`src/hw/rtl/trrq_pkg.sv`:
```
// Package for the timed-release ready queue: command codes, status codes
// and the controller state type. No dependencies.
package trrq_pkg;

   // Command codes carried on the request channel
   localparam logic [2:0] CMD_ADD_READY = 3'd0;
   localparam logic [2:0] CMD_ADD_PEND  = 3'd1;
   localparam logic [2:0] CMD_REM_READY = 3'd2;
   localparam logic [2:0] CMD_REM_PEND  = 3'd3;
   localparam logic [2:0] CMD_RELEASE   = 3'd4;
   localparam logic [2:0] CMD_ROTATE    = 3'd5;

   // Status codes returned on the response channel
   localparam logic [1:0] STAT_OK   = 2'd0;
   localparam logic [1:0] STAT_FULL = 2'd1;
   localparam logic [1:0] STAT_MISS = 2'd2;

   typedef enum logic [3:0] {
      ST_IDLE,
      ST_INS,
      ST_RSCAN,
      ST_PSCAN,
      ST_REL,
      ST_CMPRD,
      ST_CMP,
      ST_ROT,
      ST_HEAD,
      ST_RESP
   } state_type;

endpackage

```
`src/hw/rtl/timed_release_ready_queue_top.sv`:
```
// Timed-release ready queue top level: request decode, sequencer and response
// register around two trrq_ram instances. Depends on trrq_pkg and trrq_ram.
//
// One request is processed at a time; a response is always returned. Sorted
// insert, remove and release walk the pending list or ready ring one entry
// per cycle through the memory read port; release has a move phase and then
// compaction of the pending list. A new request is taken while the previous
// response still waits.
module timed_release_ready_queue_top
   import trrq_pkg::*;
#(
   parameter int QUEUE_DEPTH = 16,
   parameter int ID_BITS     = 8,
   parameter int TIME_BITS   = 16,
   localparam int PTR_W      = $clog2(QUEUE_DEPTH),
   localparam int CNT_W      = $clog2(QUEUE_DEPTH + 1)
) (
   input  logic                 clock,
   input  logic                 reset,
   input  logic                 req_valid,
   output logic                 req_stall,
   input  logic [2:0]           req_command,
   input  logic [ID_BITS-1:0]   req_process_id,
   input  logic [TIME_BITS-1:0] req_creation_time,
   output logic                 rsp_valid,
   input  logic                 rsp_stall,
   output logic [1:0]           rsp_status,
   output logic [ID_BITS-1:0]   rsp_head_id,
   output logic [CNT_W-1:0]     rsp_ready_count,
   output logic [CNT_W-1:0]     rsp_pending_count,
   output logic [TIME_BITS-1:0] rsp_next_time,
   output logic [CNT_W-1:0]     rsp_moved_count
);

   localparam int PW = ID_BITS + TIME_BITS;
   localparam logic [CNT_W-1:0] FULL_CNT = CNT_W'(QUEUE_DEPTH);

   // ring slot of an offset from the ready head
   function automatic logic [PTR_W-1:0] slot(input logic [PTR_W-1:0] start,
                                             input logic [CNT_W-1:0] off);
      logic [CNT_W:0] s;
      s = (CNT_W+1)'(start) + (CNT_W+1)'(off);
      if (s >= (CNT_W+1)'(QUEUE_DEPTH)) begin
         s = s - (CNT_W+1)'(QUEUE_DEPTH);
      end
      return s[PTR_W-1:0];
   endfunction

   state_type state_ff, state_in;
   logic [ID_BITS-1:0]   id_ff, id_in;
   logic [TIME_BITS-1:0] time_ff, time_in;
   logic [TIME_BITS-1:0] rel_time_ff, rel_time_in;
   logic [CNT_W-1:0]     idx_ff, idx_in;
   logic                 found_ff, found_in;
   logic [CNT_W-1:0]     moved_ff, moved_in;
   logic [1:0]           status_ff, status_in;
   logic [PTR_W-1:0]     rstart_ff, rstart_in;
   logic [CNT_W-1:0]     rused_ff, rused_in;
   logic [CNT_W-1:0]     pused_ff, pused_in;

   logic                 rsp_valid_ff, rsp_valid_in;
   logic [1:0]           rsp_status_ff, rsp_status_in;
   logic [ID_BITS-1:0]   rsp_head_ff, rsp_head_in;
   logic [CNT_W-1:0]     rsp_rcnt_ff, rsp_rcnt_in;
   logic [CNT_W-1:0]     rsp_pcnt_ff, rsp_pcnt_in;
   logic [TIME_BITS-1:0] rsp_time_ff, rsp_time_in;
   logic [CNT_W-1:0]     rsp_moved_ff, rsp_moved_in;

   // memory ports
   logic                 r_we, p_we;
   logic [PTR_W-1:0]     r_waddr, r_raddr, p_waddr, p_raddr;
   logic [ID_BITS-1:0]   r_wdata, r_rdata;
   logic [PW-1:0]        p_wdata, p_rdata;
   logic [ID_BITS-1:0]   p_rid;
   logic [TIME_BITS-1:0] p_rtime;
   logic                 accept, match, same_time;
   logic [CNT_W-1:0]     idx_m1, idx_p1, idx_m2, last;
   logic [CNT_W-1:0]     pused_m1, cmp_src;

   trrq_ram #(.WIDTH(ID_BITS), .DEPTH(QUEUE_DEPTH), .AW(PTR_W)) u_ready_ram (
      .clock (clock),
      .we    (r_we),
      .waddr (r_waddr),
      .wdata (r_wdata),
      .raddr (r_raddr),
      .rdata (r_rdata)
   );

   trrq_ram #(.WIDTH(PW), .DEPTH(QUEUE_DEPTH), .AW(PTR_W)) u_pend_ram (
      .clock (clock),
      .we    (p_we),
      .waddr (p_waddr),
      .wdata (p_wdata),
      .raddr (p_raddr),
      .rdata (p_rdata)
   );

   assign p_rid     = p_rdata[PW-1:TIME_BITS];
   assign p_rtime   = p_rdata[TIME_BITS-1:0];
   assign req_stall = (state_ff != ST_IDLE);
   assign accept    = req_valid && !req_stall;
   assign idx_m1    = idx_ff - CNT_W'(1);
   assign idx_m2    = idx_ff - CNT_W'(2);
   assign idx_p1    = idx_ff + CNT_W'(1);
   assign pused_m1  = pused_ff - CNT_W'(1);
   assign cmp_src   = idx_p1 + moved_ff;

   // state and working registers
   always_ff @(posedge clock) begin
      if (reset) begin
         state_ff     <= ST_IDLE;
         rstart_ff    <= '0;
         rused_ff     <= '0;
         pused_ff     <= '0;
         rsp_valid_ff <= 1'b0;
      end else begin
         state_ff     <= state_in;
         rstart_ff    <= rstart_in;
         rused_ff     <= rused_in;
         pused_ff     <= pused_in;
         rsp_valid_ff <= rsp_valid_in;
      end
   end

   always_ff @(posedge clock) begin
      id_ff         <= id_in;
      time_ff       <= time_in;
      rel_time_ff   <= rel_time_in;
      idx_ff        <= idx_in;
      found_ff      <= found_in;
      moved_ff      <= moved_in;
      status_ff     <= status_in;
      rsp_status_ff <= rsp_status_in;
      rsp_head_ff   <= rsp_head_in;
      rsp_rcnt_ff   <= rsp_rcnt_in;
      rsp_pcnt_ff   <= rsp_pcnt_in;
      rsp_time_ff   <= rsp_time_in;
      rsp_moved_ff  <= rsp_moved_in;
   end

   // sequencer: next state, memory accesses and response load
   always_comb begin
      state_in     = state_ff;
      id_in        = id_ff;
      time_in      = time_ff;
      rel_time_in  = rel_time_ff;
      idx_in       = idx_ff;
      found_in     = found_ff;
      moved_in     = moved_ff;
      status_in    = status_ff;
      rstart_in    = rstart_ff;
      rused_in     = rused_ff;
      pused_in     = pused_ff;
      rsp_valid_in = rsp_valid_ff && rsp_stall;
      rsp_status_in = rsp_status_ff;
      rsp_head_in  = rsp_head_ff;
      rsp_rcnt_in  = rsp_rcnt_ff;
      rsp_pcnt_in  = rsp_pcnt_ff;
      rsp_time_in  = rsp_time_ff;
      rsp_moved_in = rsp_moved_ff;
      r_we    = 1'b0;
      r_waddr = slot(rstart_ff, rused_ff);
      r_wdata = p_rid;
      r_raddr = rstart_ff;
      p_we    = 1'b0;
      p_waddr = idx_ff[PTR_W-1:0];
      p_wdata = p_rdata;
      p_raddr = '0;
      match     = 1'b0;
      same_time = 1'b0;
      last      = '0;

      unique case (state_ff)
         ST_IDLE: begin
            if (accept) begin
               id_in     = req_process_id;
               time_in   = req_creation_time;
               idx_in    = '0;
               found_in  = 1'b0;
               moved_in  = '0;
               status_in = STAT_OK;
               state_in  = ST_HEAD;
               unique case (req_command)
                  CMD_ADD_READY: begin
                     if (rused_ff == FULL_CNT) begin
                        status_in = STAT_FULL;
                     end else begin
                        r_we     = 1'b1;
                        r_wdata  = req_process_id;
                        rused_in = rused_ff + CNT_W'(1);
                     end
                  end
                  CMD_ADD_PEND: begin
                     if (pused_ff == FULL_CNT) begin
                        status_in = STAT_FULL;
                     end else begin
                        // walk from the tail, shifting later times up
                        p_raddr  = pused_m1[PTR_W-1:0];
                        idx_in   = pused_ff;
                        state_in = ST_INS;
                     end
                  end
                  CMD_REM_READY: begin
                     if (rused_ff == '0) begin
                        status_in = STAT_MISS;
                     end else begin
                        r_raddr  = rstart_ff;
                        state_in = ST_RSCAN;
                     end
                  end
                  CMD_REM_PEND: begin
                     if (pused_ff == '0) begin
                        status_in = STAT_MISS;
                     end else begin
                        p_raddr  = '0;
                        state_in = ST_PSCAN;
                     end
                  end
                  CMD_RELEASE: begin
                     if (pused_ff == '0) begin
                        status_in = STAT_MISS;
                     end else begin
                        p_raddr  = '0;
                        state_in = ST_REL;
                     end
                  end
                  CMD_ROTATE: begin
                     if (rused_ff == '0) begin
                        status_in = STAT_MISS;
                     end else if (rused_ff != CNT_W'(1)) begin
                        r_raddr  = rstart_ff;
                        state_in = ST_ROT;
                     end
                  end
                  default: ;
               endcase
            end
         end

         // sorted insert: read data is entry idx-1
         ST_INS: begin
            p_we    = 1'b1;
            p_waddr = idx_ff[PTR_W-1:0];
            p_raddr = idx_m2[PTR_W-1:0];
            if (idx_ff != '0 && time_ff < p_rtime) begin
               p_wdata = p_rdata;
               idx_in  = idx_m1;
            end else begin
               p_wdata  = {id_ff, time_ff};
               pused_in = pused_ff + CNT_W'(1);
               state_in = ST_HEAD;
            end
         end

         // ready remove: find first match, then close the gap
         ST_RSCAN: begin
            last    = rused_ff - CNT_W'(1);
            r_raddr = slot(rstart_ff, idx_p1);
            match   = (r_rdata == id_ff);
            r_wdata = r_rdata;
            r_waddr = slot(rstart_ff, idx_m1);
            r_we    = found_ff;
            found_in = found_ff || match;
            if (idx_ff == last) begin
               state_in = ST_HEAD;
               if (found_ff || match) begin
                  rused_in = last;
               end else begin
                  status_in = STAT_MISS;
               end
            end else begin
               idx_in = idx_p1;
            end
         end

         // pending remove: same walk on the sorted list
         ST_PSCAN: begin
            last    = pused_ff - CNT_W'(1);
            p_raddr = idx_p1[PTR_W-1:0];
            match   = (p_rid == id_ff);
            p_wdata = p_rdata;
            p_waddr = idx_m1[PTR_W-1:0];
            p_we    = found_ff;
            found_in = found_ff || match;
            if (idx_ff == last) begin
               state_in = ST_HEAD;
               if (found_ff || match) begin
                  pused_in = last;
               end else begin
                  status_in = STAT_MISS;
               end
            end else begin
               idx_in = idx_p1;
            end
         end

         // release: move head entries sharing the first time to ready, until ready is full
         ST_REL: begin
            p_raddr   = idx_p1[PTR_W-1:0];
            same_time = (idx_ff == '0) || (p_rtime == rel_time_ff);
            if (idx_ff == '0) begin
               rel_time_in = p_rtime;
            end
            if (!same_time) begin
               pused_in = pused_ff - moved_ff;
               state_in = ST_CMPRD;
            end else if (rused_ff == FULL_CNT) begin
               status_in = STAT_FULL;
               pused_in  = pused_ff - moved_ff;
               state_in  = ST_CMPRD;
            end else begin
               r_we     = 1'b1;
               r_wdata  = p_rid;
               rused_in = rused_ff + CNT_W'(1);
               moved_in = moved_ff + CNT_W'(1);
               if (idx_p1 == pused_ff) begin
                  pused_in = pused_ff - moved_in;
                  state_in = ST_CMPRD;
               end else begin
                  idx_in = idx_p1;
               end
            end
         end

         // start compaction of the pending list
         ST_CMPRD: begin
            p_raddr = moved_ff[PTR_W-1:0];
            idx_in  = '0;
            if (moved_ff == '0 || pused_ff == '0) begin
               state_in = ST_HEAD;
            end else begin
               state_in = ST_CMP;
            end
         end

         ST_CMP: begin
            p_we    = 1'b1;
            p_waddr = idx_ff[PTR_W-1:0];
            p_wdata = p_rdata;
            p_raddr = cmp_src[PTR_W-1:0];
            if (idx_p1 == pused_ff) begin
               state_in = ST_HEAD;
            end else begin
               idx_in = idx_p1;
            end
         end

         // rotate: copy head to tail slot, advance head
         ST_ROT: begin
            r_we      = 1'b1;
            r_wdata   = r_rdata;
            r_waddr   = slot(rstart_ff, rused_ff);
            rstart_in = slot(rstart_ff, CNT_W'(1));
            state_in  = ST_HEAD;
         end

         ST_HEAD: begin
            r_raddr  = rstart_ff;
            p_raddr  = '0;
            state_in = ST_RESP;
         end

         // load response register once it is free
         ST_RESP: begin
            r_raddr = rstart_ff;
            p_raddr = '0;
            if (!rsp_valid_ff || !rsp_stall) begin
               rsp_valid_in  = 1'b1;
               rsp_status_in = status_ff;
               rsp_head_in   = (rused_ff != '0) ? r_rdata : '0;
               rsp_rcnt_in   = rused_ff;
               rsp_pcnt_in   = pused_ff;
               rsp_time_in   = (pused_ff != '0) ? p_rtime : '0;
               rsp_moved_in  = moved_ff;
               state_in      = ST_IDLE;
            end
         end

         default: state_in = ST_IDLE;
      endcase
   end

   assign rsp_valid         = rsp_valid_ff;
   assign rsp_status        = rsp_status_ff;
   assign rsp_head_id       = rsp_head_ff;
   assign rsp_ready_count   = rsp_rcnt_ff;
   assign rsp_pending_count = rsp_pcnt_ff;
   assign rsp_next_time     = rsp_time_ff;
   assign rsp_moved_count   = rsp_moved_ff;

   // occupancy never exceeds the store depth
   a_rused_max: assert property (@(posedge clock) disable iff (reset)
      rused_ff <= FULL_CNT) else $error("ready count overflow");

   a_pused_max: assert property (@(posedge clock) disable iff (reset)
      pused_ff <= FULL_CNT) else $error("pending count overflow");

   // a response is only produced from the response state
   a_rsp_src: assert property (@(posedge clock) disable iff (reset)
      $rose(rsp_valid_ff) |-> $past(state_ff == ST_RESP))
      else $error("response without request completion");

   // a release cannot move more entries than the pending list held
   a_moved_le: assert property (@(posedge clock) disable iff (reset)
      (state_ff == ST_REL) |-> (moved_ff <= pused_ff))
      else $error("release moved too many entries");

endmodule

```
`src/hw/rtl/trrq_ram.sv`:
```
// Simple dual-port synchronous RAM, one write and one registered read port.
// Used for the ready ring and the pending list. No dependencies.
module trrq_ram #(
   parameter int WIDTH = 8,
   parameter int DEPTH = 16,
   parameter int AW    = 4
) (
   input  logic             clock,
   input  logic             we,
   input  logic [AW-1:0]    waddr,
   input  logic [WIDTH-1:0] wdata,
   input  logic [AW-1:0]    raddr,
   output logic [WIDTH-1:0] rdata
);

   logic [WIDTH-1:0] mem [DEPTH];
   logic [WIDTH-1:0] rdata_ff;

   // write port
   always_ff @(posedge clock) begin
      if (we) begin
         mem[waddr] <= wdata;
      end
   end

   // registered read port
   always_ff @(posedge clock) begin
      rdata_ff <= mem[raddr];
   end

   assign rdata = rdata_ff;

endmodule

```
`config.mk`:
```
export PLATFORM = sky130hd
export DESIGN_NAME = timed_release_ready_queue_top
export DESIGN_NICKNAME = d
export VERILOG_FILES = /design/src/hw/rtl/trrq_pkg.sv /design/src/hw/rtl/timed_release_ready_queue_top.sv /design/src/hw/rtl/trrq_ram.sv
export SDC_FILE = /design/constraint.sdc
export NUM_CORES = 1
export LEC_CHECK = 0
export ABC_AREA = 1
export ABC_CLOCK_PERIOD_IN_PS = 5000
export BUFFER_PORTS_ARGS = -buffer_cell sky130_fd_sc_hd__buf_2
export CORE_MARGIN = 2
export CORE_UTILIZATION = 50
export DETAILED_ROUTE_END_ITERATION = 12
export GPL_TIMING_DRIVEN = 0
export PLACE_DENSITY = 0.65
export REMOVE_ABC_BUFFERS = 1
export SYNTH_ARGS = -nofsm -noshare
export SYNTH_HDL_FRONTEND = slang
export SYNTH_SLANG_ARGS = --single-unit
```
`constraint.sdc`:
```
create_clock -name clock -period 5 [get_ports clock]
set_input_delay 0.5 -clock clock [delete_from_list [all_inputs] [get_ports clock]]
set_output_delay 0.5 -clock clock [all_outputs]
set_load 0.1 [all_outputs]
```
==> results.cfg, run 1 <==
[status]
status = finished, violations left
violations = capacitance limit

[critical_path]
crit_type = reg -> reg
rr_endpoint = u_pend_ram.rdata[2]$_DFF_P_
critPathArrivalTime_ns = 5.22
end_kind = register
crit_slowest_cell = edfxtp_1
worst-path-max-fanout = 27
crit_required_ns = 5.54
r2r-start = idx_ff[0]$_DFFE_PP_
start_kind = register
rr_worst_depth = 15
critical_path.cell_chain = inv_1, ha_1, inv_1, fa_1, xnor2_1, nand2_1, o2111ai_1, a21oi_4, buf_12, buf_12, inv_2, buf_12, nand3_1, nand3_1, nand2_1
ff2ff_setup_slack_ns = 0.33
slowest_delay_ns = 0.69
crit_top_cell = buf_12

[sta]
min_period_ns = 4.67
rsz0062_at_grt = false
setup_viol = 0
clock_skew_ns = 0.0263
hold_viol_final = 0
finalSetupTns_ns = 0
fin_hold_ws_ns = 0.0531
fin_crit_sh = 0.935
max-slew-margin-rel = 0.0154
clock.fmax_ghz = 0.214
tightest_slew_ns = 1.48
final_max_slew_viol_count = 0

[logic_synthesis]
synth_cell_type_count = 50
ys_seq_area_frac = 0.639
postSynthAreaPerCell_sq_um = 10.5
yosys-top-cells-count = 606 x edfxtp_1, 606 x nand2_1, 441 x nand3_1
synth-edff-count = 606
syn_area_sq_um = 30100
yosys_warnings = 0
synthTopCellsByArea = edfxtp_1 60%, nand2_1 7.6%, nand3_1 7.3%
synth_seq_cells = 657
yosys.area.top_type = edfxtp_1
synth_ff_type = edfxtp_1
async_flop_share = 0
synth_top_area_frac = 0.605
synthCells = 2876

[floorplan]
rows = 89
fp.dieW_um = 249
core_sq_um = 59200
die_h_um = 249
io_pins = 74
initial_core_util = 0.508
die_area_sq_um = 62200

[hold_path]
min_path_cells = 1
hold_class = in -> reg
min_from = req_creation_time[2]
hold_end = time_ff[2]$_DFFE_PP_

[grt]
grt_pass1_wl_mm = 119
antenna_found_initial = 1
grt-busiest-layer = met2
track_usage = 0.248
grt_util_met2 = 0.404
use_met1 = 0.334
grt.overflow.total = 0
use_met3 = 0.0386
grt_pass1_vias = 20397
grt_max_degree = 145

[cts]
cts_tree = done
h-tree-depth = 3
numCtsBuffers = 69
root_buffer = clkbuf_16
cts-root-to-sink-buffers = 3
cts.sinks = 657
path_clk_slew_ns = 0.06
clk_latency_ns = 0.62
hold_buffers = 0

[detailed_routing]
ant_nets = 0
firstDrtPassIters = 6
dr_total_vias = 21317
viasPerCell = 5.68
wire_per_inst_um = 20.7
drtIter0Drc = 2091
drc = 0
drt_wl_total_mm = 77.6

[placement]
place.gp.congestion = 0.918
dp_hpwl_mm = 47.8
placed_cells = 3620
port_buffers = 73

[layout]
layout-drive-gt1-share = 0.0927
layout.nets = 3007
layout.cells.non_filler = 3752
area_growth_syn_to_layout_pct = 13.3

[job]
maxCapViolCount = 1

[power_and_ir_drop]
leakagePower_nw = 13.4
p_per_area_nw_per_um2 = 615
peakVddDrop_mv = 0.330
[critical path, delay by kind of cell, from the launching register on]
| family | cells | cell delay, ns |
|---|---|---|
| AOI/OAI and AO/OA | 2 | 0.62 |
| xor gates and xnor gates | 1 | 0.14 |
| adders and majority gates | 2 | 1.09 |
| buffers and inverters | 6 | 1.56 |
| DFF | 1 | 0.69 |
| and+or+nand+nor | 4 | 0.42 |
[report_power, final]
| group | total, mW | internal, mW | switching [mW] |
|---|---|---|---|
| sequential | 8.08 | 7.66 | 0.424 |
| combinational | 7.77 | 2.22 | 5.56 |
| clock | 5.13 | 3.00 | 2.13 |
[sequential cells by signal, summed over array words and instances, names as in the netlist, 8 cells and up]
| name | flops |
|---|---|
| u_pend_ram.mem | 384 |
| rel_time_ff | 16 |
| rsp_next_time | 16 |
| id_ff | 8 |
| u_ready_ram.rdata | 8 |
| u_pend_ram.rdata | 24 |
| time_ff | 16 |
| rsp_head_id | 8 |
| u_ready_ram.mem | 128 |
[cell usage in the layout, fill, tap and decap left out, types with 3 or more instances in the layout]
master     count
bufinv_16      5
buf_12        27
clkbuf_8       6
or2_2          7
o21ai_1        6
nand4_1       15
o2111ai_1      3
nand2_1      604
xor2_1        15
buf_4          3
buf_16        11
clkbuf_16     72
nor2_1       166
a21oi_1       59
clkinv_1       9
xnor2_1       22
inv_1        320
dfxtp_1       51
nor2_2         5
nor3_1         8
o221ai_1      27
buf_2         73
nand3_1      441
nand2_2        6
fa_1           5
clkbuf_1      15
o21ai_0      114
inv_2          8
o211ai_1      19
nand3b_1     120
nor2_4        21
o21bai_1      12
ha_1          48
edfxtp_1     606
clkinv_2      16
[area by class of cell]
class	count	area [sq um]
flip-flops and latches	657	19200
well taps	773	967
repair buffers	116	1260
inverters	331	1240
clock buffers	93	1940
multi-input cells	1748	9160
diodes	1	2.50
fillers	4814	25100
clock inverters	33	318
[metrics by stage]
stage	instance area, sq um	util	total power, mW	worst slack (ns)
5_1_grt	34100	0.576	22.1	0.0481
3_5_place_dp	31800	0.537	15.8	-0.0872
3_3_place_gp	30800	0.519	15.4	-7.04
4_1_cts	34100	0.575	20.9	0.0722
6_report	34100	0.576	21.0	0.325
2_1_floorplan	29400	-	13.1	-2.05
[layer usage]
| metal | part of all wire | up-vias | wire [um] |
|---|---|---|---|
| met1 | 0.42 | 10349 | 32400 |
| met3 | 0.069 | 172 | 5350 |
| met2 | 0.48 | 813 | 37300 |
| li1 | - | 9983 | - |
| met5 | 0 | - | 0 |
| met4 | 0.033 | 0 | 2570 |
[repair_timing]
| action | in CTS | in global routing |
|---|---|---|
| pin swaps | 0 | 1 |
| setup buffers | 0 | 0 |
| endpoints found under the hold margin | 0 | 0 |
| gates cloned | 0 | 1 |
| setup endpoints to repair | 8 | 19 |
| gates resized for setup | 1 | 0 |
[logic make-up after synthesis]
kind of cell	synth area share
AND/OR/NAND/NOR	0.212
flip-flops	0.639
AO/OA/AOI/OAI	0.0516
adder cells (fa/ha/maj)	0.0233
buffers and inverters	0.0635
XOR/XNOR	0.0108
[worst max-delay path by stage]
stage                                         endpoint  depth (start not counted)                      from  slack (ns)
after CTS                  u_pend_ram.rdata[2]$_DFF_P_                         14  state_ff[3]$_SDFFE_PP0P_        0.07
after floorplan            u_pend_ram.rdata[0]$_DFF_P_                         10  state_ff[3]$_SDFFE_PP0P_       -2.05
after global placement     u_pend_ram.rdata[3]$_DFF_P_                         12       idx_ff[0]$_DFFE_PP_       -7.04
final                      u_pend_ram.rdata[2]$_DFF_P_                         15       idx_ff[0]$_DFFE_PP_        0.33
after detailed placement  u_ready_ram.rdata[7]$_DFF_P_                         10       idx_ff[0]$_DFFE_PP_       -0.09
after global routing      u_ready_ram.rdata[3]$_DFF_P_                         10       idx_ff[0]$_DFFE_PP_        0.05
Note: power is estimated with default switching activity, not from simulation.
==> inputs of run 2 (changes only) <==
--- a/config.mk
+++ b/config.mk
@@ -10,6 +10,7 @@
 export BUFFER_PORTS_ARGS = -buffer_cell sky130_fd_sc_hd__buf_2
 export CORE_MARGIN = 2
 export CORE_UTILIZATION = 50
+export CTS_BUF_LIST = sky130_fd_sc_hd__clkbuf_8 sky130_fd_sc_hd__clkbuf_16
 export DETAILED_ROUTE_END_ITERATION = 12
 export GPL_TIMING_DRIVEN = 0
 export PLACE_DENSITY = 0.65
==> run 2 against run 1 <==
Net effect: the flow still finishes with violations (capacitance limit); core utilization unchanged; fmax increased by 0.44%; combinational power about the same; count of clock-buffer cells in the layout decreased by 15; clock skew about the same; die area unchanged; via count decreased by 0.23%.
==> results.cfg, run 2 (synthesis results as in run 1) <==
[placement]
placed_area_sq_um = 31800
port_buffers = 73
dp_hpwl_mm = 47.8
place.gp.congestion = 0.918

[layout]
area_growth_syn_to_layout_pct = 13.3
layout-drive-gt1-share = 0.0927
top_register = u_pend_ram.mem
multiInputGateArea_sq_um = 9160
fin_area_sq_um = 34100
final_cell_mix = 606 x edfxtp_1, 604 x nand2_1, 441 x nand3_1, 335 x inv_1, 166 x nor2_1
largest_reg_flops = 384
postLayoutCoreUtil = 0.576
fillers = 4814
final_common_cell = edfxtp_1
layout.area.seq_sq_um = 19200
layout.nets = 3007

[floorplan]
rows = 89
core_sq_um = 59200
io_pins = 74
fp.dieW_um = 249
die_area_sq_um = 62200
die_h_um = 249
initial_core_util = 0.508

[job]
maxCapViolCount = 1

[detailed_routing]
drt_wl_total_mm = 77.4
firstDrtPassIters = 6
drc = 0
dr_total_vias = 21269
viasPerCell = 5.67
ant_nets = 0
drtIter0Drc = 1936
wire_per_inst_um = 20.6

[status]
violations = capacitance limit
status = finished, violations left

[critical_path]
crit_required_ns = 5.54
end_kind = register
critPathArrivalTime_ns = 5.20
start_kind = register
worst-path-max-fanout = 27
path_buf_inv = 6
slowest_delay_ns = 0.69
critical_path.cell_chain = inv_1, ha_1, inv_1, fa_1, xnor2_1, nand2_1, o2111ai_1, a21oi_4, buf_12, buf_12, inv_2, buf_12, nand3_1, nand3_1, nand2_1
crit_slowest_cell = edfxtp_1
crit_type = reg -> reg
crit_top_cell = buf_12
cp_top_family = buffers and inverters

[power_and_ir_drop]
netSwitchingPower_mw = 8.10
peakVddDrop_mv = 0.329
leakagePower_nw = 13.5
switching_share = 0.387
total_power_mw = 20.9
seqPwrFrac = 0.386
p_per_area_nw_per_um2 = 614
pwr-share-comb = 0.371
p_clk_frac = 0.243
intPower_mw = 12.8

[cts]
path_clk_slew_ns = 0.06
postCtsSetupBuffers = 0
cts-root-to-sink-buffers = 3
numCtsBuffers = 69
root_buffer = clkbuf_16
cts_tree = done
cts.sinks = 657
h-tree-depth = 3
clk_latency_ns = 0.62

[sta]
hold_viol_final = 0
final_max_slew_viol_count = 0
tightest_slew_ns = 1.48
rsz0062_at_grt = false
fin_crit_sh = 0.931
clock.fmax_ghz = 0.215
min_period_ns = 4.65
clock_skew_ns = 0.0268
setup_viol = 0
max-slew-margin-rel = 0.0129

[hold_path]
hold_class = in -> reg

[grt]
grt_pass1_wl_mm = 119
grt.overflow.total = 0
antenna_found_initial = 1
grt_max_degree = 145
track_usage = 0.248
grt_pass1_vias = 20396
## run 2: path summary, 6_finish.rpt
path	from	end	slack, ns	cells after the start
max reg2reg	idx_ff[0]$_DFFE_PP_	u_pend_ram.rdata[2]$_DFF_P_	0.35	15
max	idx_ff[0]$_DFFE_PP_	u_pend_ram.rdata[2]$_DFF_P_	0.35	15
min reg2reg	status_ff[0]$_DFFE_PP_	rsp_status[0]$_DFFE_PP_	0.43	0
min	req_creation_time[2]	time_ff[2]$_DFFE_PP_	0.05	1
## run 2: worst register-to-register path: stages (launching register included)
cell and delay (ns):
edfxtp_1 0.69, inv_1 0.34, ha_1 0.68, inv_1 0.18, fa_1 0.41, xnor2_1 0.14, nand2_1 0.07, o2111ai_1 0.15
a21oi_4 0.47, buf_12 0.27, buf_12 0.22, inv_2 0.30, buf_12 0.28, nand3_1 0.15, nand3_1 0.09, nand2_1 0.15
## run 2: final cells by class
class | count | area share
clock buffer | 78 | 0.0552
timing repair buffer | 116 | 0.0369
multi-input combinational | 1748 | 0.268
sequential | 657 | 0.564
tap | 773 | 0.0284
inverter | 331 | 0.0365
clock inverter | 48 | 0.0110
antenna | 1 | 0.0000734
## run 2: metal layers
metal  global-route usage  wire (um)  vias up
li1                     -          -     9982
met1                0.334      32600    10302
met2                0.404      37200      822
met3               0.0386       5210      163
met4               0.0976       2450        0
met5                    0          0        -
## run 2: per-stage QoR
stage / TNS, ns / instances / hold WS [ns] / setup WS (ns)
after global placement: -256.61 / 3581 / 0.437 / -7.04
after floorplan: -49.30 / 2735 / 0.400 / -2.05
after global routing: 0 / 3752 / 0.0375 / 0.0492
final: 0 / 3752 / 0.0532 / 0.346
after CTS: 0 / 3746 / 0.0334 / 0.0722
after detailed placement: -0.418 / 3620 / 0.412 / -0.0872
## run 2: timing repair
item / in CTS / in global routing
resized for setup: 1 / 0
hold buffers: 0 / 0
setup endpoints to repair: 8 / 19
gates cloned: 0 / 1
pin swaps: 0 / 1
## run 2: power by group through the flow
stage / Clock [mW] / Sequential (mW) / Combinational (mW)
detailed placement: 0 / 8.20 / 7.63
floorplan: 0 / 8.27 / 4.78
global route: 5.39 / 8.14 / 8.58
CTS: 5.14 / 8.09 / 7.68
global placement: 0 / 8.21 / 7.21
finish: 5.10 / 8.08 / 7.77
